===== src/rtl/btlv_pkg.sv =====
// ----------------------------------------------------------------------------
// btlv_pkg
// Types and constants shared by the BER-TLV stream parser modules.
// ----------------------------------------------------------------------------
package btlv_pkg;

  localparam int LEN_W = 24;

  // Phase of the parser, also the byte role code on the result channel
  typedef enum logic [2:0] {
    PH_TAG1 = 3'd0,
    PH_TAG2 = 3'd1,
    PH_LEN  = 3'd2,
    PH_LEXT = 3'd3,
    PH_VAL  = 3'd4
  } phase_t;

  localparam logic [1:0] ERR_NONE     = 2'd0;
  localparam logic [1:0] ERR_LEN_FORM = 2'd1;
  localparam logic [1:0] ERR_TOO_DEEP = 2'd2;
  localparam logic [1:0] ERR_OVERRUN  = 2'd3;

  localparam logic [7:0] TAG_MULTI_MASK  = 8'h1F;
  localparam logic [7:0] CONSTRUCTED_BIT = 8'h20;

  localparam logic [2:0] DEPTH_LIMIT_RST = 3'd4;

  typedef struct packed {
    logic [7:0] data_byte;
    logic       end_of_message;
  } btlv_in_t;

  typedef struct packed {
    logic [2:0]       byte_role;
    logic [15:0]      tag_number;
    logic [1:0]       tag_class;
    logic             is_constructed;
    logic [2:0]       nesting_depth;
    logic [LEN_W-1:0] value_length;
    logic             header_complete;
    logic [2:0]       levels_closed;
    logic [1:0]       error_code;
    logic             last_result;
  } btlv_out_t;

  // Control broadcast from the header decoder to every level cell
  typedef struct packed {
    logic             step;
    logic             flush;
    logic             push;
    logic [LEN_W-1:0] room;
  } btlv_cell_ctl_t;

endpackage


===== src/rtl/ber_tlv_stream_parser.sv =====
// ----------------------------------------------------------------------------
// ber_tlv_stream_parser
// Labels each byte of a BER-TLV stream and tracks template nesting.
// ----------------------------------------------------------------------------
// Usage:
//   Input channel in_valid / in_stall / in_item carries one stream byte and
//   an end-of-message flag per item. The result channel out_valid /
//   out_stall / out_item returns one item per input byte with its role, the
//   tag, the decoded length, the nesting depth, closed levels and the sticky
//   error code.
//   Throughput is one byte per cycle while the receiver does not stall. A
//   byte accepted at an edge shows its result in the output register after
//   that edge. The per-byte step (header decode plus one countdown in every
//   open level cell of the chain) is combinational.
//   When the receiver stalls, the output register holds its item and
//   in_stall rises until that item is taken.
//   cfg_wr_en / cfg_wr_data write depth_limit; write it only while idle.
//   After reset the parser expects a first tag byte, no level is open, the
//   error is clear and depth_limit is 4. The byte flagged end_of_message
//   returns all parsing state to that idle state after its result.
// ----------------------------------------------------------------------------
module ber_tlv_stream_parser #(
  parameter int MAX_LEVELS   = 4,
  parameter int LENGTH_BYTES = 3
) (
  input  logic                clk,
  input  logic                rst_n,
  input  logic                in_valid,
  output logic                in_stall,
  input  btlv_pkg::btlv_in_t  in_item,
  output logic                out_valid,
  input  logic                out_stall,
  output btlv_pkg::btlv_out_t out_item,
  input  logic                cfg_wr_en,
  input  logic [2:0]          cfg_wr_data
);

  localparam int CNT_W = $clog2(MAX_LEVELS + 1);
  localparam int LB_W  = $clog2(LENGTH_BYTES + 1);
  localparam int LW    = btlv_pkg::LEN_W;

  btlv_pkg::phase_t    phase_r, phase_nxt;
  logic [15:0]         tag_r, tag_nxt;
  logic                cons_r, cons_nxt;
  logic [LW-1:0]       acc_r, acc_nxt;
  logic [LB_W-1:0]     lb_left_r, lb_nxt, lb_dec;
  logic [LW-1:0]       vbl_r, vbl_nxt, vbl_dec;
  logic [CNT_W-1:0]    open_levels_r, open_nxt;
  logic [1:0]          err_r, err_nxt;
  logic [2:0]          depth_limit_r;
  logic                out_valid_r;
  btlv_pkg::btlv_out_t out_item_r, out_item_nxt;

  logic                in_acc;
  logic [7:0]          b;
  logic                eom;
  logic                long_ok;
  logic                hc;
  logic                bad;
  logic [LW-1:0]       vlen;
  logic [LW-1:0]       parent;
  logic [LW-1:0]       room;
  logic                has_parent;
  logic                overrun;
  logic                room_ok;
  logic                elem_ok;
  logic                push;
  logic                too_deep;
  logic                prim_start;
  logic [CNT_W-1:0]    closed_cnt;
  logic                close_err;

  logic [MAX_LEVELS-1:0] open_v;
  logic [MAX_LEVELS-1:0] closed_v;
  logic [MAX_LEVELS-1:0] top_v;
  logic [LW-1:0]         left_v [MAX_LEVELS];
  btlv_pkg::btlv_cell_ctl_t cell_ctl;

  assign b        = in_item.data_byte;
  assign eom      = in_item.end_of_message;
  assign in_stall = out_valid_r && out_stall;
  assign in_acc   = in_valid && !in_stall;

  assign long_ok = b[7] && (b[6:0] != 7'd0) && (b[6:0] <= 7'(LENGTH_BYTES));

  // Header decode: tag, length and value countdown
  always_comb begin
    tag_nxt  = tag_r;
    cons_nxt = cons_r;
    acc_nxt  = acc_r;
    lb_nxt   = lb_left_r;
    lb_dec   = lb_left_r;
    vbl_dec  = vbl_r;
    hc       = 1'b0;
    bad      = 1'b0;
    vlen     = '0;
    case (phase_r)
      btlv_pkg::PH_TAG1: begin
        tag_nxt  = {8'h00, b};
        cons_nxt = (b & btlv_pkg::CONSTRUCTED_BIT) != 8'h00;
      end
      btlv_pkg::PH_TAG2: begin
        tag_nxt = {tag_r[7:0], b};
      end
      btlv_pkg::PH_LEN: begin
        if (!b[7]) begin
          hc   = 1'b1;
          vlen = LW'(b);
        end else if (long_ok) begin
          lb_nxt  = LB_W'(b[6:0]);
          acc_nxt = '0;
        end else begin
          hc  = 1'b1;
          bad = 1'b1;
        end
      end
      btlv_pkg::PH_LEXT: begin
        acc_nxt = {acc_r[LW-9:0], b};
        lb_dec  = (lb_left_r != '0) ? lb_left_r - 1'b1 : lb_left_r;
        lb_nxt  = lb_dec;
        if (lb_dec == '0) begin
          hc   = 1'b1;
          vlen = acc_nxt;
        end
      end
      default: begin
        vbl_dec = (vbl_r != '0) ? vbl_r - 1'b1 : vbl_r;
      end
    endcase
  end

  // Innermost open level, after this byte's countdown
  assign top_v = open_v & ~(open_v >> 1);

  always_comb begin
    parent = '0;
    for (int i = 0; i < MAX_LEVELS; i++) begin
      if (top_v[i]) begin
        parent = parent | left_v[i];
      end
    end
  end

  assign has_parent = open_levels_r != '0;
  assign elem_ok    = hc && !bad;
  assign overrun    = elem_ok && has_parent && (vlen > parent);
  assign room       = overrun ? parent : vlen;
  assign room_ok    = (32'(open_levels_r) < 32'(depth_limit_r)) &&
                      (32'(open_levels_r) < 32'(MAX_LEVELS));
  assign push       = elem_ok && cons_nxt && room_ok;
  assign too_deep   = elem_ok && cons_nxt && !room_ok;
  assign prim_start = elem_ok && !cons_nxt && (vlen != '0);
  assign vbl_nxt    = prim_start ? vlen : vbl_dec;

  // Next phase
  always_comb begin
    case (phase_r)
      btlv_pkg::PH_TAG1: begin
        phase_nxt = ((b & btlv_pkg::TAG_MULTI_MASK) == btlv_pkg::TAG_MULTI_MASK) ?
                    btlv_pkg::PH_TAG2 : btlv_pkg::PH_LEN;
      end
      btlv_pkg::PH_TAG2: phase_nxt = btlv_pkg::PH_LEN;
      btlv_pkg::PH_LEN:  phase_nxt = btlv_pkg::PH_LEXT;
      btlv_pkg::PH_LEXT: phase_nxt = btlv_pkg::PH_LEXT;
      default: begin
        phase_nxt = (vbl_dec == '0) ? btlv_pkg::PH_TAG1 : btlv_pkg::PH_VAL;
      end
    endcase
    if (hc) begin
      phase_nxt = prim_start ? btlv_pkg::PH_VAL : btlv_pkg::PH_TAG1;
    end
  end

  // Level cell chain
  assign cell_ctl.step  = in_acc;
  assign cell_ctl.flush = eom;
  assign cell_ctl.push  = push;
  assign cell_ctl.room  = room;

  for (genvar g = 0; g < MAX_LEVELS; g++) begin : g_cell
    logic below_open;
    if (g == 0) begin : g_first
      assign below_open = 1'b1;
    end else begin : g_rest
      assign below_open = open_v[g-1];
    end
    btlv_level_cell u_cell (
      .clk          (clk),
      .rst_n        (rst_n),
      .ctl          (cell_ctl),
      .below_open_i (below_open),
      .open_o       (open_v[g]),
      .left_o       (left_v[g]),
      .closed_o     (closed_v[g])
    );
  end

  always_comb begin
    closed_cnt = '0;
    for (int i = 0; i < MAX_LEVELS; i++) begin
      closed_cnt = closed_cnt + CNT_W'(closed_v[i]);
    end
  end

  assign open_nxt  = open_levels_r + CNT_W'(push) - closed_cnt;
  assign close_err = (closed_cnt != '0) && (phase_nxt != btlv_pkg::PH_TAG1);

  // Keep the first error of the message
  always_comb begin
    if (err_r != btlv_pkg::ERR_NONE) begin
      err_nxt = err_r;
    end else if (bad) begin
      err_nxt = btlv_pkg::ERR_LEN_FORM;
    end else if (overrun) begin
      err_nxt = btlv_pkg::ERR_OVERRUN;
    end else if (too_deep) begin
      err_nxt = btlv_pkg::ERR_TOO_DEEP;
    end else if (close_err) begin
      err_nxt = btlv_pkg::ERR_OVERRUN;
    end else begin
      err_nxt = btlv_pkg::ERR_NONE;
    end
  end

  always_comb begin
    out_item_nxt.byte_role       = 3'(phase_r);
    out_item_nxt.tag_number      = tag_nxt;
    out_item_nxt.tag_class       = (tag_nxt[15:8] != 8'h00) ? tag_nxt[15:14] : tag_nxt[7:6];
    out_item_nxt.is_constructed  = cons_nxt;
    out_item_nxt.nesting_depth   = 3'(open_levels_r);
    out_item_nxt.value_length    = hc ? vlen : '0;
    out_item_nxt.header_complete = hc;
    out_item_nxt.levels_closed   = 3'(closed_cnt);
    out_item_nxt.error_code      = err_nxt;
    out_item_nxt.last_result     = eom;
  end

  always_ff @(posedge clk) begin
    if (!rst_n) begin
      phase_r       <= btlv_pkg::PH_TAG1;
      tag_r         <= '0;
      cons_r        <= 1'b0;
      acc_r         <= '0;
      lb_left_r     <= '0;
      vbl_r         <= '0;
      open_levels_r <= '0;
      err_r         <= btlv_pkg::ERR_NONE;
    end else if (in_acc) begin
      if (eom) begin
        // drop all message state after the final byte
        phase_r       <= btlv_pkg::PH_TAG1;
        tag_r         <= '0;
        cons_r        <= 1'b0;
        acc_r         <= '0;
        lb_left_r     <= '0;
        vbl_r         <= '0;
        open_levels_r <= '0;
        err_r         <= btlv_pkg::ERR_NONE;
      end else begin
        phase_r       <= phase_nxt;
        tag_r         <= tag_nxt;
        cons_r        <= cons_nxt;
        acc_r         <= acc_nxt;
        lb_left_r     <= lb_nxt;
        vbl_r         <= vbl_nxt;
        open_levels_r <= open_nxt;
        err_r         <= err_nxt;
      end
    end
  end

  always_ff @(posedge clk) begin
    if (!rst_n) begin
      depth_limit_r <= btlv_pkg::DEPTH_LIMIT_RST;
    end else if (cfg_wr_en) begin
      depth_limit_r <= cfg_wr_data;
    end
  end

  // Output register: hold while stalled
  always_ff @(posedge clk) begin
    if (!rst_n) begin
      out_valid_r <= 1'b0;
    end else if (in_acc) begin
      out_valid_r <= 1'b1;
    end else if (!out_stall) begin
      out_valid_r <= 1'b0;
    end
  end

  always_ff @(posedge clk) begin
    if (in_acc) begin
      out_item_r <= out_item_nxt;
    end
  end

  assign out_valid = out_valid_r;
  assign out_item  = out_item_r;

  // Open cells form a contiguous run from the outermost level
  a_open_thermo: assert property (@(posedge clk) disable iff (!rst_n)
    ((open_v >> 1) & ~open_v) == '0)
    else $error("level cells not contiguous");

  a_open_count: assert property (@(posedge clk) disable iff (!rst_n)
    $countones(open_v) == int'(open_levels_r))
    else $error("open level count disagrees with cells");

  a_level_bound: assert property (@(posedge clk) disable iff (!rst_n)
    32'(open_levels_r) <= 32'(MAX_LEVELS))
    else $error("open levels beyond cell count");

  a_eom_idle: assert property (@(posedge clk) disable iff (!rst_n)
    (in_acc && eom) |=> (phase_r == btlv_pkg::PH_TAG1 && open_levels_r == '0 &&
                         err_r == btlv_pkg::ERR_NONE))
    else $error("parser not idle after final byte");

  a_hc_role: assert property (@(posedge clk) disable iff (!rst_n)
    (out_valid && out_item.header_complete) |->
      (out_item.byte_role == 3'(btlv_pkg::PH_LEN) ||
       out_item.byte_role == 3'(btlv_pkg::PH_LEXT)))
    else $error("header completed on a non-length byte");

endmodule


===== src/rtl/btlv_level_cell.sv =====
// ----------------------------------------------------------------------------
// btlv_level_cell
// One nesting level: open flag and remaining byte count of a template.
// ----------------------------------------------------------------------------
module btlv_level_cell (
  input  logic                     clk,
  input  logic                     rst_n,
  input  btlv_pkg::btlv_cell_ctl_t ctl,
  input  logic                     below_open_i,
  output logic                     open_o,
  output logic [btlv_pkg::LEN_W-1:0] left_o,
  output logic                     closed_o
);

  logic                       open_r;
  logic                       open_nxt;
  logic [btlv_pkg::LEN_W-1:0] left_r;
  logic [btlv_pkg::LEN_W-1:0] left_nxt;
  logic [btlv_pkg::LEN_W-1:0] left_dec;
  logic                       take;
  logic                       open_aft;

  // count down every accepted byte while open
  assign left_dec = (open_r && (left_r != '0)) ? left_r - 1'b1 : left_r;

  // the first free cell, above an open one or at the chain's base, takes a new template
  assign take     = ctl.push && !open_r && below_open_i;
  assign open_aft = open_r || take;
  assign left_nxt = take ? ctl.room : left_dec;
  assign closed_o = open_aft && (left_nxt == '0);
  assign open_nxt = ctl.flush ? 1'b0 : (open_aft && !closed_o);

  assign open_o = open_r;
  assign left_o = left_dec;

  always_ff @(posedge clk) begin
    if (!rst_n) begin
      open_r <= 1'b0;
    end else if (ctl.step) begin
      open_r <= open_nxt;
    end
  end

  always_ff @(posedge clk) begin
    if (ctl.step) begin
      left_r <= left_nxt;
    end
  end

endmodule

===== config.mk =====
export PLATFORM = sky130hd
export DESIGN_NAME = ber_tlv_stream_parser
export DESIGN_NICKNAME = d
export VERILOG_FILES = /design/src/rtl/btlv_pkg.sv /design/src/rtl/ber_tlv_stream_parser.sv /design/src/rtl/btlv_level_cell.sv
export SDC_FILE = /design/constraint.sdc
export NUM_CORES = 1
export LEC_CHECK = 0
export ABC_AREA = 1
export BUFFER_PORTS_ARGS = -buffer_cell sky130_fd_sc_hd__buf_2
export CAP_MARGIN = 25
export CORE_ASPECT_RATIO = 0.7
export CORE_UTILIZATION = 35
export CTS_CLUSTER_SIZE = 14
export DETAILED_ROUTE_END_ITERATION = 10
export REMOVE_ABC_BUFFERS = 1
export SLEW_MARGIN = 10
export SYNTH_ARGS = -nofsm -noshare
export SYNTH_HDL_FRONTEND = slang
export SYNTH_SLANG_ARGS = --single-unit

===== constraint.sdc =====
create_clock -name clk -period 18.5 [get_ports clk]
set_clock_uncertainty 0.1 [all_clocks]
set_input_delay 0.925 -clock clk [delete_from_list [all_inputs] [get_ports clk]]
set_output_delay 0.925 -clock clk [all_outputs]
set_load 0.02 [all_outputs]

# == After elaboration in Yosys (flattened, before gate mapping) ==
# Index checks and enable logic that the tools add are counted.
# classes
addsub,11
n_lt_le_gt_ge,4
eq_ne,7
mux,59
bitwise,5
reduce_logical,73
# op_table
cell,n
two-way mux 24 bit,18
nonzero test 24 bit,6
logical NOT 24 bit,5
subtractor 24 x 1 -> 24 bit (second input constant),5
bitwise OR 24 bit,3
two-way mux 16 bit,4
one-hot mux 16 bit (2 select lines),2
one-hot mux 24 bit (2 select lines),1
logical AND 1 bit,33
greater-than comparator 24 bit,1
two-way mux 2 bit,12
two-way mux 3 bit,5
two-way mux 1 bit,13
logical NOT 1 bit,12
nonzero test 3 bit,4
one-hot mux 3 bit (3 select lines),1
nonzero test 8 bit,1
<= comparator 7 x 2 -> 1 bit (second input constant),1
two-way mux 7 bit,1
nonzero test 7 bit,1
adder 3 x 1 -> 3 bit,2
== test 3 x 2 -> 1 bit (second input constant),2
inequality test 3 bit (second input constant),2
== test 5 bit (second input constant),1
19 further kinds,23
# totals
reg_bits,227
inputBits,17
elab_cells,187

# == Depth between registers and ports, before layout ==
# Gate-level depths: netlist of run 1.
# logic_depth
word_depth,27
ltp_mapped,44

# == By module ==
# Synthesis of run 1 repeated with hierarchy kept, for this count alone.
# hier_totals
cells_unflattened,2645
hier_area_um2,17595.6
# modules_own_cells
module,n_inst,cells_per_inst,area_per_inst_um2
btlv_level_cell,4,393,2432.3
ber_tlv_stream_parser,1,1073,7866.3

# == Worst setup path after synthesis of run 1 ==
# OpenSTA, ideal clock, no wires.
# synth_path
path_kind,input-to-reg
from,in out_stall
to,reg open_levels_r[2]
arrival_time_ns,10.723
path_slack_ns,7.607
cell_stages,10
path_cell_list,nand2_1 -> inv_1 -> nor2_1 -> clkinv_1 -> nor2_1 -> inv_1 -> clkbuf_1 -> a21oi_1 -> o21ai_0 -> a21oi_1
# synth_between
elab_chain_cells,3
# synth_rtl
item,line_no,source
from (decl),ber_tlv_stream_parser.sv:32,"input logic out_stall,"
logical AND 1 bit,ber_tlv_stream_parser.sv:81,assign in_stall = out_valid_r && out_stall;
net in_stall,ber_tlv_stream_parser.sv:29,"output logic in_stall,"
logical NOT 1 bit,ber_tlv_stream_parser.sv:82,assign in_acc = in_valid && !in_stall;
logical AND 1 bit,ber_tlv_stream_parser.sv:82,
net in_acc,ber_tlv_stream_parser.sv:54,logic in_acc;
to (signal assigned),ber_tlv_stream_parser.sv:266,open_levels_r <= open_nxt;
to (decl),ber_tlv_stream_parser.sv:48,"logic [CNT_W-1:0] open_levels_r, open_nxt;"
# The timed path passes the listed nets, and every way through them passes these cells.
# A chain may end at the register's enable or synchronous reset.

# == Worst setup path in the final report of run 1 ==
# layout_path
from,reg g_cell[0].u_cell.left_r[0] (netlist bit)
to,reg open_levels_r[2]
# layout_between
elab_chain_cells,21
# layout_rtl
item,line_no,source
from (decl),btlv_level_cell.sv:17,logic [btlv_pkg::LEN_W-1:0] left_r;
from (signal assigned),btlv_level_cell.sv:46,left_r <= left_nxt;
branches (longest 2 deep; another with subtractor 24 x 1 -> 24 bit),--,
two-way mux 24 bit *,btlv_level_cell.sv:24,assign left_dec = (open_r && (left_r != '0)) ? left_r - 1'b1 : left_r;
two-way mux 24 bit,ber_tlv_stream_parser.sv:138,if (top_v[i]) begin
bitwise OR 24 bit,ber_tlv_stream_parser.sv:139,parent = parent | left_v[i];
two-way mux 24 bit,ber_tlv_stream_parser.sv:138,
bitwise OR 24 bit,ber_tlv_stream_parser.sv:139,
two-way mux 24 bit,ber_tlv_stream_parser.sv:138,
bitwise OR 24 bit,ber_tlv_stream_parser.sv:139,
(+5 left out),--,
logical NOT 24 bit,btlv_level_cell.sv:30,assign closed_o = open_aft && (left_nxt == '0);
logical AND 1 bit,btlv_level_cell.sv:30,
adder 1 x 1 -> 2 bit,ber_tlv_stream_parser.sv:201,closed_cnt = closed_cnt + CNT_W'(closed_v[i]);
adder 2 x 1 -> 3 bit,ber_tlv_stream_parser.sv:201,
adder 3 x 1 -> 3 bit *,ber_tlv_stream_parser.sv:201,
net closed_cnt[1],ber_tlv_stream_parser.sv:70,logic [CNT_W-1:0] closed_cnt;
subtractor 3 bit *,ber_tlv_stream_parser.sv:205,assign open_nxt = open_levels_r + CNT_W'(push) - closed_cnt;
two-way mux 3 bit *,ber_tlv_stream_parser.sv:249,if (eom) begin
# Mark *: on every way through the listed nets, which the timed path passes.

==> flow_summary.yaml, run 1 <==
setup_path:
  crit_path_frequent_cell: "nand2_1"
  reg2reg_to: "open_levels_r[2]$_SDFFE_PN0P_"
  cp_num_buf_inv: 6
  path_delay_family: "simple AND/OR/NAND/NOR gates"
  reg2reg_slack_ns: 9.26
  crit_path_top_delay_cell: "clkinv_2"
  reg2reg_depth: 39
  cp-end-kind: "flip-flop"
  worstPathArrival_ns: 9.57
  startpoint_type: "flip-flop"
  cp.required_ns: 18.83
  worst_r2r_startpoint: "g_cell[0].u_cell.left_r[0]$_DFFE_PP_"
  crit_fanout: 27
  critPathMaxStageDelay_ns: 0.58
  worst-setup-path-type: "flip-flop to flip-flop"
min_path:
  min_path_cells: 2
  hold_end: "depth_limit_r[0]$_SDFFE_PN0P_"
  worstHoldPathType: "flip-flop to flip-flop"
  hold_start: "depth_limit_r[0]$_SDFFE_PN0P_"
power_and_ir_drop:
  intPower_w: 0.0009451
  swShare: 0.2826
  power_per_cell_area_nw_per_um2: 71.18
  ir_drop_v: 0.00007922
  seq_power_share: 0.449
  p_leak_nw: 8.358
  switchingPower_w: 0.0003723
  p_comb_frac: 0.114
  pwr-share-clk: 0.437
status:
  status: "complete, no violations"
clock_network:
  path_clk_slew_ns: 0.07
  cts_hold_repair.buffers: 0
  postCtsSetupBuffers: 0
  cts_tree: "done"
  cts_resized: 0
  clockBufferDepth: 3
  cts_sinks: 227
  clock_latency_ns: 0.58
  cts-root-buf: "clkbuf_16"
  htree_levels: 1
  numCtsBuffers: 26
timing:
  maxClockFrequency_ghz: 0.1082
  period_share: 0.4994
  fin_crit_ns: 9.238
  tightest_slew_ns: 0.9599
  rsz0062_at_grt: "no"
  slew_viol_final: 0
  hold_violations: 0
  setup_viol: 0
  relSlewSlack: 0.3601
  setup-tns-final_ns: 0
die:
  dieWidth_um: 263.0
  io_pins: 75
  core_area_sq_um: 46740
  initial_core_util: 0.3571
  rows: 66
  dieArea_sq_um: 48580
  die_y_um: 184.7
route:
  drtAntennaViolNets: 0
  wl_um: 66050
  drtIter0Drc: 2300
  drc: 0
  via_count: 17210
  first_pass_iters: 6
  avgViaCountPerCell: 5.377
  wl_per_cell_um: 20.63
placement:
  place.gp.congestion: 1.010
  placed_area_sq_um: 17560
  port_buffers: 74
  dp_hpwl_um: 51270
final_layout:
  nets: 2626
  fillCellCount: 5054
  register_area_sq_um: 6066
  multi_input_area_sq_um: 9223
  drive_gt1_frac: 0.07805
  final_area_sq_um: 18510
  syn_to_final_growth_pct: 10.89
global_route:
  grtUsageTotal: 0.2670
  overflow: 0
  grt_pass1_wl_um: 96390
  grt_pass1_vias: 14960
  grt_max_degree: 157
  antenna_found_initial: 2
yosys:
  synthesis.instances: 2533
  ys_ff_latch: 227
  yosysWarnings: 0
  ys_seq_area_frac: 0.3634
  synth_cell_types: 45
  syn_area_sq_um: 16690
  synth.avg_cell_area_sq_um: 6.589
flow_run:
  maxCapViolCount: 0
==> power by group through the flow <==
stage / Combinational, W / Sequential, W / Clock [W]
finish: 0.000151 / 0.000592 / 0.000575
global route: 0.000168 / 0.000594 / 0.000601
CTS: 0.000147 / 0.000591 / 0.000584
detailed placement: 0.000147 / 0.000602 / 0
global placement: 0.000147 / 0.000601 / 0
floorplan: 0.0000932 / 0.000608 / 0
==> worst max path at each step <==
stage	from	endpoint	slack [ns]	cells after the start
CTS	g_cell[2].u_cell.left_r[12]$_DFFE_PP_	open_levels_r[2]$_SDFFE_PN0P_	9.49	36
floorplan	out_stall	open_levels_r[1]$_SDFFE_PN0P_	3.76	8
global placement	g_cell[1].u_cell.left_r[0]$_DFFE_PP_	open_levels_r[2]$_SDFFE_PN0P_	9.46	39
detailed placement	g_cell[2].u_cell.left_r[12]$_DFFE_PP_	open_levels_r[2]$_SDFFE_PN0P_	9.51	36
finish	g_cell[0].u_cell.left_r[0]$_DFFE_PP_	open_levels_r[2]$_SDFFE_PN0P_	9.26	39
global route	g_cell[0].u_cell.left_r[0]$_DFFE_PP_	open_levels_r[2]$_SDFFE_PN0P_	8.67	39
==> cell usage after synthesis, drive strengths merged <==
| cell type | n | area [sq um] |
|---|---|---|
| and2 | 8 | 50.05 |
| nor4 | 8 | 50.05 |
| nor2 | 328 | 1272 |
| o31ai | 1 | 7.510 |
| o21ai | 78 | 435.4 |
| clkbuf | 43 | 161.4 |
| or2 | 12 | 75.07 |
| fa | 2 | 40.04 |
| dfxtp | 75 | 1501 |
| a211oi | 8 | 60.06 |
| inv | 274 | 1028 |
| a21oi | 120 | 615.6 |
| o22ai | 2 | 12.51 |
| o21bai | 3 | 30.03 |
| nand3 | 284 | 1471 |
| o211ai | 15 | 112.6 |
| nor3 | 24 | 120.1 |
| a31oi | 2 | 12.51 |
| xor2 | 61 | 534.3 |
| edfxtp | 152 | 4564 |
| a21o | 1 | 7.510 |
| o21a | 2 | 15.01 |
| clkinv | 3 | 13.76 |
| nand3b | 15 | 112.6 |
| ha | 39 | 488.0 |
| buf | 36 | 208.9 |
| xnor2 | 14 | 122.6 |
| nand2 | 892 | 3373 |
| nand4 | 31 | 193.9 |
==> worst register-to-register path, delay by kind of cell (launching register included) <==
family | cells | cell delay, ns
AOI/OAI and AO/OA | 7 | 1.13
buffers and inverters | 6 | 1.28
adders and majority gates | 7 | 2.30
DFF | 1 | 0.38
and+or+nand+nor | 18 | 3.70
xor gates and xnor gates | 1 | 0.18
==> cells in the final DEF (no fill, tap or decap), types with 3 or more instances in the layout <==
master,instances
a211oi_1,8
a21oi_1,116
a21oi_2,4
and2_1,8
buf_2,75
buf_4,9
bufinv_16,3
clkbuf_16,28
clkbuf_8,3
clkinv_2,5
clkinvlp_4,3
dfxtp_1,75
edfxtp_1,152
ha_1,39
inv_1,262
inv_2,12
nand2_1,882
nand2_2,10
nand3_1,274
nand3_2,10
nand3b_1,15
nand4_1,31
nor2_1,317
nor2_2,8
nor3_1,24
nor4_1,8
o211ai_1,15
o21ai_0,56
o21ai_1,12
o21ai_2,9
or2_1,3
or2_2,9
xnor2_1,14
xor2_1,61
==> cells by family (layout without fill, tap and decap cells) <==
kind of cell,Yosys count,count (layout),synth area share
compound gates,232,232,0.07841
buf+inv,356,411,0.08463
other cells,0,1,0
fa+ha+maj,41,41,0.03163
flops,227,227,0.3634
xor+xnor,75,75,0.03936
simple gates,1602,1602,0.4026
==> sequential cells by signal, indices dropped and copies added, names as in the netlist <==
register              count
depth_limit_r             3
cons_r                    1
g_cell.u_cell.open_o      4
g_cell.u_cell.left_r     96
lb_left_r                 2
open_levels_r             3
out_valid                 1
out_item                 56
vbl_r                    24
phase_r                   3
tag_r                    16
err_r                     2
acc_r                    16
==> routing by layer <==
layer | GRT usage | vias up | share of wire
met5 | 0 | - | 0
met4 | 0.04982 | 0 | 0.018
met3 | 0.07802 | 72 | 0.12
met2 | 0.3260 | 867 | 0.36
met1 | 0.4375 | 8016 | 0.50
li1 | - | 8258 | -
==> stage by stage <==
| step | instances | hold slack, ns | util | power (W) | setup slack [ns] |
|---|---|---|---|---|---|
| 2_1_floorplan | 2454 | 0.3296 | - | 0.0007014 | 3.762 |
| 3_3_place_gp | 3150 | 0.3438 | 0.3756 | 0.0007479 | 9.457 |
| 3_5_place_dp | 3151 | 0.3497 | 0.3757 | 0.0007485 | 9.515 |
| 4_1_cts | 3199 | 0.3598 | 0.3956 | 0.001322 | 9.491 |
| 5_1_grt | 3200 | 0.3800 | 0.3959 | 0.001362 | 8.667 |
| 6_report | 3201 | 0.3580 | 0.3960 | 0.001317 | 9.262 |
==> final cells by class <==
cell class	instances	area share
Antenna cell	1	0.0001352
Clock buffer	33	0.04049
Clock inverter	15	0.009870
Inverter	277	0.05631
Multi-Input combinational cell	1950	0.4983
Sequential cell	227	0.3277
Tap cell	612	0.04137
Timing Repair Buffer	86	0.02582
(Power assumes the default switching activity.)
==> inputs of run 2 (changes only) <==
==> constraint.sdc (replaced) <==
create_clock -name clk -period 9.2 [get_ports clk]
set_clock_uncertainty 0.1 [all_clocks]
set_input_delay 0.46 -clock clk [delete_from_list [all_inputs] [get_ports clk]]
set_output_delay 0.46 -clock clk [all_outputs]
set_load 0.02 [all_outputs]
==> flow_summary.yaml, run 2 (synthesis results as in run 1) <==
status:
  status: "complete, no violations"
route:
  avgViaCountPerCell: 5.387
  first_pass_iters: 6
  drtAntennaViolNets: 0
  via_count: 17310
  drtIter0Drc: 2089
  wl_per_cell_um: 20.61
  drc: 0
  wl_um: 66210
global_route:
  grt_pass1_vias: 15310
  overflow: 0
  grt_pass1_wl_um: 96950
  grt_max_degree: 157
  grtUsageTotal: 0.2680
  antenna_found_initial: 0
timing:
  fin_crit_ns: 8.459
  tightest_slew_ns: 1.075
  relSlewSlack: 0.2776
  setup_viol: 0
  maxClockFrequency_ghz: 0.1182
  slew_viol_final: 0
  rsz0062_at_grt: "no"
  period_share: 0.9195
  hold_violations: 0
power_and_ir_drop:
  swShare: 0.2766
  total_power_w: 0.002725
  ir_drop_v: 0.0001237
  power_per_cell_area_nw_per_um2: 146.1
  switchingPower_w: 0.0007537
  intPower_w: 0.001972
  p_leak_nw: 8.436
  pwr-share-clk: 0.451
  seq_power_share: 0.437
  p_comb_frac: 0.112
placement:
  placed_area_sq_um: 17630
  place.gp.congestion: 1.014
  dp_hpwl_um: 51200
  port_buffers: 74
die:
  core_area_sq_um: 46740
  dieArea_sq_um: 48580
  rows: 66
  initial_core_util: 0.3571
  dieWidth_um: 263.0
  io_pins: 75
  die_y_um: 184.7
final_layout:
  max_flop_register: "g_cell.u_cell.left_r"
  syn_to_final_growth_pct: 11.78
  layout_common_cells: "nand2_1, nor2_1, nand3_1, inv_1, edfxtp_1"
  drive_gt1_frac: 0.08266
  final_area_sq_um: 18660
  largest_register_ffs: 96
  antenna_cells: 0
  nets: 2638
  mostFrequentLayoutCell: "nand2_1"
setup_path:
  crit_path_top_delay_cell: "fa_1"
  startpoint_type: "flip-flop"
  cp-end-kind: "flip-flop"
  critPathMaxStageDelay_ns: 0.50
  worstPathArrival_ns: 8.78
  worst-setup-path-type: "flip-flop to flip-flop"
  crit_path_frequent_cell: "nand2_1"
  cp.required_ns: 9.52
  crit_fanout: 17
  reg2reg_slack_ns: 0.74
clock_network:
  cts_tree: "done"
  clock_latency_ns: 0.58
  cts-root-buf: "clkbuf_16"
  htree_levels: 1
  path_clk_slew_ns: 0.06
  numCtsBuffers: 27
  cts_sinks: 227
  postCtsSetupBuffers: 0
  clockBufferDepth: 3
min_path:
  worstHoldPathType: "primary input to flip-flop"
flow_run:
  maxCapViolCount: 0
-- run 2: cell types whose count changed in the layout (fill, tap and decap cells not counted), moves of 2 or more --
| cell | change |
|---|---|
| bufinv_16 | +4 |
| clkinv_2 | +2 |
| clkinv_4 | +3 |
| buf_4 | +10 |
| clkbuf_1 | -2 |
| clkbuf_8 | -3 |
| inv_4 | -2 |
-- run 2: per-layer routing --
layer / vias up / share of wire / GRT usage
met1: 8082 / 0.50 / 0.4314
met2: 863 / 0.36 / 0.3372
met5: - / 0 / 0
met4: 0 / 0.021 / 0.05357
met3: 81 / 0.12 / 0.07615
li1: 8284 / - / -
-- run 2: final timing paths --
check                                             start  cells past startpoint                            end
hold / removal                                cfg_wr_en                      2  depth_limit_r[2]$_SDFFE_PN1P_
setup / recovery  g_cell[2].u_cell.left_r[11]$_DFFE_PP_                     37  open_levels_r[2]$_SDFFE_PN0P_
hold reg to reg                  tag_r[13]$_SDFFE_PN0P_                      2         tag_r[13]$_SDFFE_PN0P_
setup reg to reg  g_cell[2].u_cell.left_r[11]$_DFFE_PP_                     37  open_levels_r[2]$_SDFFE_PN0P_
-- run 2: cell type report --
| class | count | area [sq um] |
|---|---|---|
| clock inverter | 23 | 321.6 |
| clock buffer | 27 | 675.6 |
| inverter | 277 | 1042 |
| tap | 612 | 765.7 |
| fill | 4944 | 28080 |
| multi-input combinational | 1950 | 9223 |
| timing repair buffer | 97 | 563.0 |
| sequential | 227 | 6066 |
-- run 2: power groups by stage --
stage               clock, W  combinational (W)  sequential (W)
floorplan                  0           0.000187         0.00122
global placement           0           0.000297         0.00121
detailed placement         0           0.000298         0.00121
CTS                  0.00125           0.000299         0.00119
global route         0.00129           0.000340         0.00120
finish               0.00123           0.000306         0.00119
-- run 2: critical path, delay by kind of cell, from the launching register on --
kind | cells | cell delay [ns]
simple gates | 17 | 3.26
fa+ha+maj | 6 | 1.94
compound gates | 9 | 1.67
buf+inv | 4 | 0.64
flops | 1 | 0.48
xor+xnor | 1 | 0.18
-- run 2: metrics by stage --
stage	setup slack (ns)	instances	hold slack [ns]	util	TNS, ns
after detailed placement	1.036	3160	0.3591	0.3772	0
after global routing	0.3820	3213	0.003120	0.3992	0
after global placement	0.9558	3160	0.3485	0.3772	0
final	0.7409	3213	0.009792	0.3992	0
after floorplan	-5.073	2454	0.3296	-	-270.99
after CTS	1.014	3211	0.001164	0.3987	0
-- run 2: repair_timing --
action	in CTS	in global routing
hold buffers	1	0
resized for setup	0	0
hold endpoints to repair	1	0
endpoints found under the setup margin	0	0
